`config.mk`:
```
export PLATFORM = sky130hd
export DESIGN_NAME = adaptive_first_order_lowpass
export DESIGN_NICKNAME = d
export VERILOG_FILES = /design/src/hw/rtl/afolp_pkg.sv /design/src/hw/rtl/adaptive_first_order_lowpass.sv /design/src/hw/rtl/afolp_cfg.sv /design/src/hw/rtl/afolp_step.sv
export SDC_FILE = /design/constraint.sdc
export NUM_CORES = 1
export LEC_CHECK = 0
export ABC_AREA = 1
export BUFFER_PORTS_ARGS = -buffer_cell sky130_fd_sc_hd__buf_4
export CAP_MARGIN = 10
export CELL_PAD_IN_SITES_DETAIL_PLACEMENT = 1
export CELL_PAD_IN_SITES_GLOBAL_PLACEMENT = 1
export CORE_MARGIN = 1.5
export CORE_UTILIZATION = 43
export DETAILED_ROUTE_END_ITERATION = 8
export MAX_ROUTING_LAYER = met4
export PLACE_DENSITY_LB_ADDON = 0.08
export SETUP_SLACK_MARGIN = 0.2
export SLEW_MARGIN = 20
export SYNTH_ARGS = -nofsm -noshare
export SYNTH_HDL_FRONTEND = slang
export SYNTH_HIERARCHICAL = 1
export SYNTH_SLANG_ARGS = --single-unit
```
`constraint.sdc`:
```
create_clock -name clk -period 14.15 [get_ports clk]
set_clock_uncertainty 0.05 [all_clocks]
set_input_delay 1.415 -clock clk [delete_from_list [all_inputs] [get_ports clk]]
set_output_delay 1.415 -clock clk [all_outputs]
set_load 0.1 [all_outputs]
```
`src/hw/rtl/afolp_pkg.sv`:
```
package afolp_pkg;

  // Fixed field widths
  localparam int FILT_W = 32;
  localparam int COEF_W = 9;
  localparam int DIR_W  = 2;
  localparam int CNT_W  = 8;
  localparam int THR_W  = 23;
  localparam int IDX_W  = 3;
  localparam int DATA_W = 23;

  // Coefficient weight is out of 256: product is scaled down by this shift
  localparam int COEF_SHIFT = 8;

  localparam logic [CNT_W-1:0] COUNT_MAX = 8'hff;

  // Configuration register indexes
  localparam logic [IDX_W-1:0] REG_FIXED_MODE      = 3'd0;
  localparam logic [IDX_W-1:0] REG_COEF_INITIAL    = 3'd1;
  localparam logic [IDX_W-1:0] REG_COEF_STEP       = 3'd2;
  localparam logic [IDX_W-1:0] REG_COEF_MAX        = 3'd3;
  localparam logic [IDX_W-1:0] REG_DIR_THRESHOLD   = 3'd4;
  localparam logic [IDX_W-1:0] REG_ACCEL_THRESHOLD = 3'd5;
  localparam logic [IDX_W-1:0] REG_DAMPING_LIMIT   = 3'd6;

  typedef enum logic [DIR_W-1:0] {
    DIR_NONE = 2'd0,
    DIR_UP   = 2'd1,
    DIR_DOWN = 2'd2
  } dir_t;

  // Samples seen, saturating
  typedef enum logic [1:0] {
    PHASE_EMPTY  = 2'd0,
    PHASE_FIRST  = 2'd1,
    PHASE_SECOND = 2'd2,
    PHASE_RUN    = 2'd3
  } phase_t;

  typedef struct packed {
    logic              fixed_mode;
    logic [COEF_W-1:0] coef_initial;
    logic [COEF_W-1:0] coef_step;
    logic [COEF_W-1:0] coef_max;
    logic [THR_W-1:0]  dir_threshold;
    logic [THR_W-1:0]  accel_threshold;
    logic [CNT_W-1:0]  damping_limit;
  } cfg_t;

  typedef struct packed {
    phase_t                   phase;
    logic signed [FILT_W-1:0] prev_output;
    dir_t                     prev_direction;
    logic [COEF_W-1:0]        prev_coef;
    logic [CNT_W-1:0]         damping_count;
  } state_t;

  typedef struct packed {
    logic signed [FILT_W-1:0] filtered;
    dir_t                     direction;
    logic [COEF_W-1:0]        coef_used;
  } result_t;

endpackage

```
`src/hw/rtl/adaptive_first_order_lowpass.sv`:
```
// Channel   | Direction | Handshake             | Payload
// sample    | in        | sample_valid/_stall   | sample
// result    | out       | result_valid/_stall   | filtered, direction, coef_used
// cfg       | in        | cfg_valid/cfg_ready   | cfg_index, cfg_data
//
// One sample is taken every cycle while the input does not stall; the input register
// takes the word, and the result register then takes the single filter step (one
// subtract, one multiply, one add) once the result slot frees.
// Reset clears the filter state and both valid flags and sets the configuration to its defaults.
// The input stalls only while a result is held and result_stall is high.
module adaptive_first_order_lowpass #(
  parameter int SAMPLE_WIDTH = 24,
  parameter int FRAC_BITS    = 8
) (
  input  logic                                clk,
  input  logic                                rst,
  input  logic                                sample_valid,
  output logic                                sample_stall,
  input  logic signed [SAMPLE_WIDTH-1:0]      sample,
  output logic                                result_valid,
  input  logic                                result_stall,
  output logic signed [afolp_pkg::FILT_W-1:0] filtered,
  output logic [afolp_pkg::DIR_W-1:0]         direction,
  output logic [afolp_pkg::COEF_W-1:0]        coef_used,
  input  logic                                cfg_valid,
  output logic                                cfg_ready,
  input  logic [afolp_pkg::IDX_W-1:0]         cfg_index,
  input  logic [afolp_pkg::DATA_W-1:0]        cfg_data
);

  afolp_pkg::cfg_t    cfg;
  afolp_pkg::state_t  st;
  afolp_pkg::state_t  st_next;
  afolp_pkg::result_t res;

  logic                          s1_valid;
  logic signed [SAMPLE_WIDTH-1:0] s1_sample;
  logic                          advance;

  afolp_cfg u_cfg (
    .clk       (clk),
    .rst       (rst),
    .cfg_valid (cfg_valid),
    .cfg_ready (cfg_ready),
    .cfg_index (cfg_index),
    .cfg_data  (cfg_data),
    .cfg       (cfg)
  );

  afolp_step #(
    .SAMPLE_WIDTH (SAMPLE_WIDTH),
    .FRAC_BITS    (FRAC_BITS)
  ) u_step (
    .sample  (s1_sample),
    .st      (st),
    .cfg     (cfg),
    .st_next (st_next),
    .res     (res)
  );

  // Move the held word into the result register when that slot frees
  assign advance      = s1_valid && (!result_valid || !result_stall);
  assign sample_stall = s1_valid && !advance;

  // Input register
  always_ff @(posedge clk) begin
    if (rst) begin
      s1_valid <= 1'b0;
    end else if (!sample_stall) begin
      s1_valid <= sample_valid;
    end
  end

  always_ff @(posedge clk) begin
    if (sample_valid && !sample_stall) begin
      s1_sample <= sample;
    end
  end

  // Filter state advances with each word processed
  always_ff @(posedge clk) begin
    if (rst) begin
      st.phase          <= afolp_pkg::PHASE_EMPTY;
      st.prev_output    <= '0;
      st.prev_direction <= afolp_pkg::DIR_NONE;
      st.prev_coef      <= '0;
      st.damping_count  <= '0;
    end else if (advance) begin
      st <= st_next;
    end
  end

  // Result register
  always_ff @(posedge clk) begin
    if (rst) begin
      result_valid <= 1'b0;
    end else if (advance) begin
      result_valid <= 1'b1;
    end else if (!result_stall) begin
      result_valid <= 1'b0;
    end
  end

  always_ff @(posedge clk) begin
    if (advance) begin
      filtered  <= res.filtered;
      direction <= res.direction;
      coef_used <= res.coef_used;
    end
  end

endmodule

```
`src/hw/rtl/afolp_cfg.sv`:
```
module afolp_cfg (
  input  logic                          clk,
  input  logic                          rst,
  input  logic                          cfg_valid,
  output logic                          cfg_ready,
  input  logic [afolp_pkg::IDX_W-1:0]   cfg_index,
  input  logic [afolp_pkg::DATA_W-1:0]  cfg_data,
  output afolp_pkg::cfg_t               cfg
);

  // Writes are always taken
  assign cfg_ready = 1'b1;

  // Write the addressed register, masked to its width; drop unknown indexes
  always_ff @(posedge clk) begin
    if (rst) begin
      cfg.fixed_mode      <= 1'b0;
      cfg.coef_initial    <= 9'd32;
      cfg.coef_step       <= 9'd8;
      cfg.coef_max        <= 9'd256;
      cfg.dir_threshold   <= '0;
      cfg.accel_threshold <= '0;
      cfg.damping_limit   <= 8'd2;
    end else if (cfg_valid && cfg_ready) begin
      unique case (cfg_index)
        afolp_pkg::REG_FIXED_MODE:      cfg.fixed_mode      <= cfg_data[0];
        afolp_pkg::REG_COEF_INITIAL:    cfg.coef_initial    <= cfg_data[afolp_pkg::COEF_W-1:0];
        afolp_pkg::REG_COEF_STEP:       cfg.coef_step       <= cfg_data[afolp_pkg::COEF_W-1:0];
        afolp_pkg::REG_COEF_MAX:        cfg.coef_max        <= cfg_data[afolp_pkg::COEF_W-1:0];
        afolp_pkg::REG_DIR_THRESHOLD:   cfg.dir_threshold   <= cfg_data[afolp_pkg::THR_W-1:0];
        afolp_pkg::REG_ACCEL_THRESHOLD: cfg.accel_threshold <= cfg_data[afolp_pkg::THR_W-1:0];
        afolp_pkg::REG_DAMPING_LIMIT:   cfg.damping_limit   <= cfg_data[afolp_pkg::CNT_W-1:0];
        default: begin
        end
      endcase
    end
  end

endmodule

```
`src/hw/rtl/afolp_step.sv`:
```
module afolp_step #(
  parameter int SAMPLE_WIDTH = 24,
  parameter int FRAC_BITS    = 8
) (
  input  logic signed [SAMPLE_WIDTH-1:0] sample,
  input  afolp_pkg::state_t              st,
  input  afolp_pkg::cfg_t                cfg,
  output afolp_pkg::state_t              st_next,
  output afolp_pkg::result_t             res
);

  localparam int XW = SAMPLE_WIDTH + FRAC_BITS;
  localparam int DW = ((XW > afolp_pkg::FILT_W) ? XW : afolp_pkg::FILT_W) + 1;
  localparam int PW = DW + afolp_pkg::COEF_W + 1;
  localparam int TW = afolp_pkg::THR_W + FRAC_BITS;
  localparam int CW = (DW > TW) ? DW : TW;

  localparam logic signed [PW-1:0] SAT_HI =
    {{(PW - afolp_pkg::FILT_W){1'b0}}, 1'b0, {(afolp_pkg::FILT_W - 1){1'b1}}};
  localparam logic signed [PW-1:0] SAT_LO =
    {{(PW - afolp_pkg::FILT_W){1'b1}}, 1'b1, {(afolp_pkg::FILT_W - 1){1'b0}}};

  function automatic logic signed [afolp_pkg::FILT_W-1:0] sat_out(
    input logic signed [PW-1:0] v
  );
    logic signed [afolp_pkg::FILT_W-1:0] r;
    if (v > SAT_HI) begin
      r = SAT_HI[afolp_pkg::FILT_W-1:0];
    end else if (v < SAT_LO) begin
      r = SAT_LO[afolp_pkg::FILT_W-1:0];
    end else begin
      r = v[afolp_pkg::FILT_W-1:0];
    end
    return r;
  endfunction

  function automatic logic [afolp_pkg::CNT_W-1:0] count_inc(
    input logic [afolp_pkg::CNT_W-1:0] c
  );
    return (c == afolp_pkg::COUNT_MAX) ? c : c + 8'd1;
  endfunction

  logic signed [DW-1:0]           x_ext;
  logic signed [DW-1:0]           base_ext;
  logic signed [DW-1:0]           diff;
  logic [DW-1:0]                  mag;
  logic [CW-1:0]                  dead_zone;
  logic [CW-1:0]                  accel;
  logic                           moved;
  logic                           accel_hit;
  afolp_pkg::dir_t                dir;
  logic [afolp_pkg::COEF_W:0]     coef_sum;
  logic [afolp_pkg::COEF_W-1:0]   coef;
  logic [afolp_pkg::CNT_W-1:0]    count_once;
  logic [afolp_pkg::CNT_W-1:0]    count_twice;
  logic signed [PW-1:0]           prod;
  logic signed [PW-1:0]           y_sum;

  // Difference against the last output, and its magnitude
  assign x_ext    = DW'(sample) <<< FRAC_BITS;
  assign base_ext = DW'(st.prev_output);
  assign diff     = x_ext - base_ext;
  assign mag      = diff[DW-1] ? $unsigned(-diff) : $unsigned(diff);

  // Classify against the dead zone and the acceleration threshold
  assign dead_zone = CW'(cfg.dir_threshold) << FRAC_BITS;
  assign accel     = CW'(cfg.accel_threshold) << FRAC_BITS;
  assign moved     = CW'(mag) > dead_zone;
  assign accel_hit = CW'(mag) > accel;
  assign dir       = !moved ? afolp_pkg::DIR_NONE :
                     diff[DW-1] ? afolp_pkg::DIR_DOWN : afolp_pkg::DIR_UP;

  // Ramp candidates
  assign coef_sum    = {1'b0, st.prev_coef} + {1'b0, cfg.coef_step};
  assign count_once  = count_inc(st.damping_count);
  assign count_twice = accel_hit ? count_inc(count_once) : count_once;

  // Filter update: floor of diff * coef / 256 by arithmetic shift
  assign prod  = diff * $signed({1'b0, coef});
  assign y_sum = PW'(base_ext) + (prod >>> afolp_pkg::COEF_SHIFT);

  // Choose coefficient, output and next state by phase
  always_comb begin
    coef                  = cfg.coef_initial;
    st_next.damping_count = st.damping_count;
    st_next.prev_direction = dir;
    res.direction         = dir;
    res.filtered          = sat_out(PW'(x_ext));

    unique case (st.phase)
      afolp_pkg::PHASE_EMPTY: begin
        st_next.prev_direction = afolp_pkg::DIR_NONE;
        res.direction          = afolp_pkg::DIR_NONE;
      end
      afolp_pkg::PHASE_FIRST: begin
      end
      afolp_pkg::PHASE_SECOND, afolp_pkg::PHASE_RUN: begin
        if (!cfg.fixed_mode) begin
          if (dir == st.prev_direction) begin
            coef                  = st.prev_coef;
            st_next.damping_count = count_twice;
            if (count_twice >= cfg.damping_limit) begin
              coef = (coef_sum >= {1'b0, cfg.coef_max}) ?
                     cfg.coef_max : coef_sum[afolp_pkg::COEF_W-1:0];
              st_next.damping_count = '0;
            end
          end else begin
            st_next.damping_count = '0;
          end
        end
        if (dir != afolp_pkg::DIR_NONE) begin
          res.filtered = sat_out(y_sum);
        end else begin
          res.filtered = st.prev_output;
        end
      end
      default: begin
      end
    endcase

    st_next.phase = (st.phase == afolp_pkg::PHASE_RUN) ?
                    afolp_pkg::PHASE_RUN : afolp_pkg::phase_t'(st.phase + 2'd1);
    st_next.prev_output = res.filtered;
    st_next.prev_coef   = coef;
    res.coef_used       = coef;
  end

endmodule

```
## Word-level counts from Yosys, hierarchy flattened

Cells that the tools add are included.

| word-level totals | value |
|---|---|
| output and inout port bits | 46 |
| input bits | 55 |
| bits in registers | 204 |

| cells by class | value |
|---|---|
| bitwise operators | 1 |
| equal/unequal tests | 12 |
| multiplexer cells | 23 |
| add/sub/neg operators | 7 |
| $mul | 1 |
| reductions and logical operators | 20 |
| order comparisons | 8 |

Operator list:

| cell | count |
|---|---|
| $mux W32 | 6 |
| $gt A33 B31 Y1 | 2 |
| $mux W9 | 5 |
| $gt A43 B32 Y1 const B | 1 |
| $lt A43 B32 Y1 const B | 1 |
| $mul A33 B10 Y43 | 1 |
| $mux W8 | 5 |
| $add A32 B35 Y36 | 1 |
| $mux W33 | 1 |
| $neg A33 Y33 | 1 |
| $sub A32 B32 Y33 | 1 |
| $gt A32 B32 Y1 const B | 1 |
| $lt A32 B32 Y1 const B | 1 |
| $add A8 B1 Y8 const B | 2 |
| $eq A8 B8 Y1 const B | 2 |
| $reduce_and A2 Y1 | 7 |
| $add A9 B9 Y10 | 1 |
| $ge A10 B9 Y1 | 1 |
| $eq A3 B3 Y1 const B | 3 |
| $ge A8 B8 Y1 | 1 |
| $mux W2 | 4 |
| $eq A3 B2 Y1 const B | 2 |
| $eq A2 B2 Y1 const B | 2 |
| $logic_not A1 Y1 | 4 |
| 13 further kinds | 16 |

## Logic depth before layout (Yosys ltp)

Gate-level depths: netlist of the first run.

| depth | value |
|---|---|
| depth after elaboration | 17 |
| depth in mapped cells | 96 |
| gate-level depth less buffers | 91 |

## Modules after synthesis

The synthesis of the first run kept the hierarchy.

Modules (own cells, without submodules):

| module | area an instance (µm²) | cells an instance | instances |
|---|---|---|---|
| afolp_step | 18,844.3 | 2,881 | 1 |
| adaptive_first_order_lowpass | 4,455.5 | 426 | 1 |
| afolp_cfg | 3,293.2 | 481 | 1 |

## Worst setup path before layout of the first run

OpenSTA, ideal clock, no wires.

| path | value |
|---|---|
| path kind | register to register |
| start point | register st[19] (netlist name) |
| end point | register st[45] (netlist name) |
| stages on the path, launching flop included | 92 |
| setup time | 0.115 ns |
| period minus slack after synthesis | 13.568 ns |
| required time | 13.985 ns |
| setup slack | 0.582 ns |
| arrival | 13.403 ns |
| cell sequence | dfxtp_1 -> inv_2 -> buf_6 -> ha_1 -> nand2_1 -> nor2_2 -> nand2_1 -> nand3_2 -> nand3_1 -> nand2_1 -> nand2_1 -> nand2_2 -> buf_2 -> buf_2 -> buf_1 -> nand2_1 -> xor2_1 -> ha_1 -> (+56 left out) -> nand3_1 -> nand2_1 -> a31oi_1 -> xor2_1 -> inv_1 -> nand4_1 -> nand2_1 -> nand2_1 -> inv_1 -> buf_1 -> o21ai_0 -> o211ai_1 -> nand2_1 -> buf_4 -> inv_1 -> nand3_1 -> nand2_1 -> nor2_1 |

==> flow_metrics.env, run 1 <==
export IMPL_postSynth_asyncResetShare=0
export IMPL_synth_area_sq_mm=0.02659
export IMPL_gr_usage_all_layers=0.3627
export IMPL_synth_cell_type_count=61
export IMPL_area_growth_synth_to_final_pct=39.56
export IMPL_r2r_cells=84
export IMPL_place_area_sq_mm=0.03232
export IMPL_worst_hold_slack_ns=0.4330
export IMPL_yosysSeqAreaShare=0.1788
export IMPL_timing_fmax_mhz=70.51
export IMPL_clockBufferDepth=3
export IMPL_dr_total_vias=29456
export IMPL_relSlewSlack=0.2782
export IMPL_grt_pass1_wl_microns=173400
export IMPL_path_class="flip-flop to flip-flop"
export IMPL_wl_met1_microns=47890
export IMPL_rsz0062_at_grt="yes"
export IMPL_viasPerCell=5.550
export IMPL_wl_met3_microns=6778
export IMPL_final_cells=5307
export IMPL_yosys_area_top_type="fa_1"
export IMPL_drive_above_1_share=0.3174
export IMPL_route_met2_wl_microns=60360
export IMPL_finalMaxSlewViolations=0
export IMPL_syn_inst=3788
export IMPL_max_stage_delay_ns=0.56
export IMPL_portBuffers=99
export IMPL_worstPathMaxFanout=7
export IMPL_top_layer="met4"
export IMPL_ant_nets=0
export IMPL_required_ns=14.60
export IMPL_cts_tree="built"
export IMPL_crit_arrival_ns=14.63
export IMPL_syn_num_nets=4310
export IMPL_min_path_type="flip-flop to flip-flop"
export IMPL_ys_flop_type="dfxtp_1"
export IMPL_reg2reg_slack_ns=-0.03
export IMPL_holdBufCountCts=0
export IMPL_setup_viol_count_final=3
export IMPL_htree_levels=1
export IMPL_nFillCells=7577
export IMPL_synthTopCellsByArea="fa_1 18%, nand2_1 11%, ha_1 11%, dfxtp_1 10%, inv_1 9.8%"
export IMPL_synth_common_cells="791 x nand2_1, 696 x inv_1, 531 x nor2_1, 242 x fa_1, 229 x nand3_1"
export IMPL_antenna_found_initial=1
export IMPL_synth_edf_count=67
export IMPL_endpoint_kind="flip-flop"
export IMPL_fp_row_count=90
export IMPL_final_net_count=5027
export IMPL_syn_avg_cell_area_sq_um=7.020
export IMPL_clk_pin_slew_ns=0.06
export IMPL_place_congestion=1.001
export IMPL_holdPathEnd="u_cfg/cfg[53]$_SDFFE_PP0P_"
export IMPL_design_area_sq_mm=0.03711
export IMPL_post_route_min_period_ns=14.18
export IMPL_worstMarginPinSlew_ns=1.082
export IMPL_hpwlAfterDp_microns=90600
export IMPL_cts_root_buf="clkbuf_16"
export IMPL_utilization=0.6115
export IMPL_synth_seq_cells=204
export IMPL_dieArea_sq_mm=0.06335
export IMPL_p_leak_nw=18.48
export IMPL_post_place_ws_ns=-0.9351
export IMPL_violations="negative setup slack"
export IMPL_overflow=0
export IMPL_worstSkewPairLatency_ns=0.57
export IMPL_dieWidth_microns=251.7
export IMPL_hold_viol=0
export IMPL_clock_sinks=204
export IMPL_slowest_stage="fa_1"
export IMPL_start_util=0.4381
export IMPL_core_area_sq_mm=0.06070
export IMPL_min_delay_start="u_cfg/cfg[53]$_SDFFE_PP0P_"
export IMPL_boundaryPins=101
export IMPL_dp_cells=5149
export IMPL_drt_wirelength_per_cell_microns=23.28
export IMPL_yosysMostFrequentCell="nand2_1"
export IMPL_ir_drop_v=0.0002928
export IMPL_die_h_microns=251.7
export IMPL_maxCapViolCount=0
export IMPL_grt_max_degree=83
export IMPL_crit_top_cell="nand2_1"
export IMPL_drt_pass1_iterations=5
export IMPL_p_per_area_mw_per_mm2=305.3
export IMPL_hold_depth=2
export IMPL_drtIter0Drc=1912
export IMPL_r2r_end="st[29]$_SDFFE_PP0P_"
export IMPL_r2r_start="s1_sample[0]$_DFFE_PP_"
export IMPL_start_kind="flip-flop"
export IMPL_grt_pass1_vias=31210
export IMPL_status="finished, violations left"
export IMPL_synth_top_area_frac=0.1822
export IMPL_setup_ws_ns=-0.03326
export IMPL_ys_warn_count=6
export IMPL_wl_microns=123600
export IMPL_finalCritPeriodShare=1.002
export IMPL_drc=0
export IMPL_cts_buffers=26
==> stage by stage <==
step                      TNS [ns]  power [mW]
after global routing        -23.03       11.91
after global placement      -10.12       7.862
after detailed placement    -45.00       8.135
after floorplan                  0       4.354
after CTS                        0       9.323
final                     -0.06517       11.33
==> repair_timing <==
action                                  in CTS  in global routing
hold endpoints to repair                     0                  0
resized for setup                          211                437
buffers inserted                            38                 62
endpoints found under the setup margin      64                 64
pin swaps                                   59                202
gates cloned                                 4                  6
==> area by class of cell <==
cell class	count	area (sq um)	share of cell area
clock inverters	9	83.83	0.002259
well taps	782	978.4	0.02636
diodes	1	2.502	0.00006742
multi-input cells	2728	21090	0.5682
clock buffers	38	798.3	0.02151
flip-flops and latches	204	4758	0.1282
inverters	711	2693	0.07255
repair buffers	834	6713	0.1809
==> state kept, by name, summed over array words and instances, names as in the netlist <==
register      count
coef_used         9
direction         2
filtered         32
result_valid      1
s1_sample        24
s1_valid          1
st               53
u_cfg/cfg        82
==> layout by cell type, fill, tap and decap left out, types with 21 or more instances in the layout <==
master / n
o21ai_2: 30
a21oi_2: 51
nand4_1: 35
buf_4: 784
inv_2: 42
o21ai_0: 37
xnor2_1: 24
nor2_2: 58
nand2_2: 111
nand2_1: 700
nor2_1: 474
ha_1: 155
nor2_4: 24
a21oi_1: 146
dfxtp_1: 136
o21ai_1: 36
inv_1: 659
buf_6: 21
nand3_1: 210
o211ai_1: 31
ha_4: 64
clkbuf_16: 33
edfxtp_1: 67
fa_1: 236
xor2_1: 58
==> metal layers <==
layer / track usage / vias to the layer above
li1: - / 13217
met5: - / -
met2: 0.6335 / 1136
met3: 0.04240 / 454
met1: 0.4219 / 14649
met4: 0.1508 / 0
==> worst max-delay path, delay by kind of cell, from the launching register on <==
kind | cells | cell delay, ns
simple gates | 38 | 4.49
flops | 1 | 0.47
buf+inv | 22 | 2.52
fa+ha+maj | 10 | 4.28
xor+xnor | 2 | 0.28
compound gates | 12 | 1.97
==> worst max-delay path by stage <==
stage                           start                   to  slack (ns)
6_report       s1_sample[0]$_DFFE_PP_  st[29]$_SDFFE_PP0P_       -0.03
5_1_grt           st[27]$_SDFFE_PP0P_  st[29]$_SDFFE_PP0P_       -0.58
4_1_cts        s1_sample[2]$_DFFE_PP_  st[31]$_SDFFE_PP0P_        0.21
3_5_place_dp   s1_sample[2]$_DFFE_PP_  st[22]$_SDFFE_PP0P_       -0.94
3_3_place_gp   s1_sample[2]$_DFFE_PP_  st[22]$_SDFFE_PP0P_       -0.41
2_1_floorplan     st[19]$_SDFFE_PP0P_  st[45]$_SDFFE_PP0P_        0.58
==> where the power goes <==
part | leakage [nW] | switching (mW) | internal [mW]
Sequential | 1.77 | 0.0326 | 0.657
Clock | 0.436 | 0.288 | 0.409
Combinational | 16.3 | 5.56 | 4.38
==> logic make-up (layout without fill, tap and decap cells) <==
logic type                 after synthesis  after routing  share of synthesized area
DFF                                    204            204                     0.1788
AOI/OAI and AO/OA                      450            450                    0.09768
other                                    1              2                  0.0001410
and+or+nand+nor                       1698           1698                     0.2665
adders and majority gates              467            467                     0.2880
xor gates and xnor gates               112            112                    0.03788
buffers and inverters                  856           1592                     0.1310
(Power assumes the default switching activity.)
==> run 2, diff against run 1 <==
CORE_ASPECT_RATIO = 1.2   (was not set)
==> flow_metrics.env, run 2 (same netlist as run 1, synthesis figures left out) <==
export IMPL_status="finished, violations left"
export IMPL_violations="negative setup slack"
export IMPL_final_net_count=5087
export IMPL_place_area_sq_mm=0.03260
export IMPL_endpoint_kind="flip-flop"
export IMPL_required_ns=14.57
export IMPL_setup_viol_count_final=62
export IMPL_finalMaxSlewViolations=0
export IMPL_path_class="flip-flop to flip-flop"
export IMPL_crit_top_cell="nand2_1"
export IMPL_gr_usage_all_layers=0.3493
export IMPL_drt_wirelength_per_cell_microns=23.51
export IMPL_clockBufferDepth=3
export IMPL_drive_above_1_share=0.3700
export IMPL_start_util=0.4364
export IMPL_setup_ws_ns=-0.3553
export IMPL_holdBufCountCts=0
export IMPL_cts_root_buf="clkbuf_16"
export IMPL_cts_buffers=25
export IMPL_htree_levels=1
export IMPL_hpwlAfterDp_microns=88260
export IMPL_hold_viol=0
export IMPL_drt_pass1_iterations=5
export IMPL_ant_nets=0
export IMPL_core_area_sq_mm=0.06094
export IMPL_max_stage_delay_ns=0.57
export IMPL_post_route_min_period_ns=14.51
export IMPL_dp_cells=5200
export IMPL_final_cells=5392
export IMPL_antenna_found_initial=0
export IMPL_min_path_type="flip-flop to flip-flop"
export IMPL_wl_microns=126700
export IMPL_worstPathMaxFanout=7
export IMPL_clk_pin_slew_ns=0.07
export IMPL_viasPerCell=5.552
export IMPL_finalCritPeriodShare=1.025
export IMPL_worstMarginPinSlew_ns=1.150
export IMPL_dr_total_vias=29934
export IMPL_fp_row_count=99
export IMPL_worst_hold_slack_ns=0.4327
export IMPL_worstSkewPairLatency_ns=0.59
export IMPL_final_common_cell="buf_4"
export IMPL_design_area_sq_mm=0.03868
export IMPL_dieWidth_microns=230.0
export IMPL_layout_cells_most_common_list="824 x buf_4, 643 x nand2_1, 604 x inv_1, 439 x nor2_1, 224 x fa_1"
export IMPL_crit_buf_inv=22
export IMPL_grt_pass1_vias=31101
export IMPL_overflow=0
export IMPL_relSlewSlack=0.2327
export IMPL_regMostFlops="u_cfg/cfg"
export IMPL_portBuffers=99
export IMPL_maxCapViolCount=0
export IMPL_rsz0062_at_grt="yes"
export IMPL_grt_pass1_wl_microns=168600
export IMPL_crit_arrival_ns=14.92
export IMPL_boundaryPins=101
export IMPL_cts_tree="built"
export IMPL_drc=0
export IMPL_largest_reg_flops=82
export IMPL_clock_sinks=204
export IMPL_die_h_microns=275.4
export IMPL_path_delay_family="simple AND/OR/NAND/NOR gates"
export IMPL_grt_max_degree=108
export IMPL_diodes=0
export IMPL_start_kind="flip-flop"
export IMPL_reg_largest_list="u_cfg/cfg x82, st x53, filtered x32"
export IMPL_area_growth_synth_to_final_pct=45.47
export IMPL_slowest_stage="fa_2"
export IMPL_dieArea_sq_mm=0.06335
export IMPL_timing_fmax_mhz=68.94
export IMPL_place_congestion=0.9730
export IMPL_drtIter0Drc=1446
## run 2: routing by layer
metal | global-route usage | vias to the layer above | part of all wire
li1 | - | 13357 | -
met1 | 0.3730 | 14812 | 0.35
met2 | 0.6389 | 1164 | 0.51
met3 | 0.02924 | 601 | 0.052
met4 | 0.1913 | 0 | 0.087
met5 | - | - | 0
## run 2: layout make-up
cell class / count / area, sq um
inverter: 711 / 2700
clock buffer: 30 / 644.4
sequential: 204 / 4760
multi-input combinational: 2728 / 22070
clock inverter: 16 / 167.7
timing repair buffer: 895 / 7332
fill: 7501 / 22260
tap: 808 / 1011
## run 2: path summary, 6_finish.rpt
check	start	to	slack (ns)	cells after the start
max	st[20]$_SDFFE_PP0P_	st[36]$_SDFFE_PP0P_	-0.36	85
min	u_cfg/cfg[2]$_SDFFE_PP0P_	u_cfg/cfg[2]$_SDFFE_PP0P_	0.43	2
max reg2reg	st[20]$_SDFFE_PP0P_	st[36]$_SDFFE_PP0P_	-0.36	85
min reg2reg	u_cfg/cfg[2]$_SDFFE_PP0P_	u_cfg/cfg[2]$_SDFFE_PP0P_	0.43	2
## run 2: timing repair
action                                  in CTS  in global routing
endpoints found under the setup margin      64                 64
buffers inserted                            40                 97
pin swaps                                   80                331
resized for setup                          301                649
gates cloned                                 2                  7
## run 2: per-stage QoR
stage,setup slack [ns],utilization,TNS [ns]
floorplan,0.5819,-,0
global placement,-0.6822,0.5348,-29.69
detailed placement,-1.212,0.5349,-63.74
CTS,0.2008,0.5761,0
global route,-0.8554,0.6348,-42.58
finish,-0.3553,0.6348,-13.26
## run 2: worst min-delay path, delay by kind of cell, from the launching register on
kind	cells	cell delay, ns
AND/OR/NAND/NOR	2	0.13
flip-flops	1	0.32
Power of run 2 is left out: the tool's default activity adds up to more than one toggle a clock period on the data nets, which glitch-free logic cannot reach.
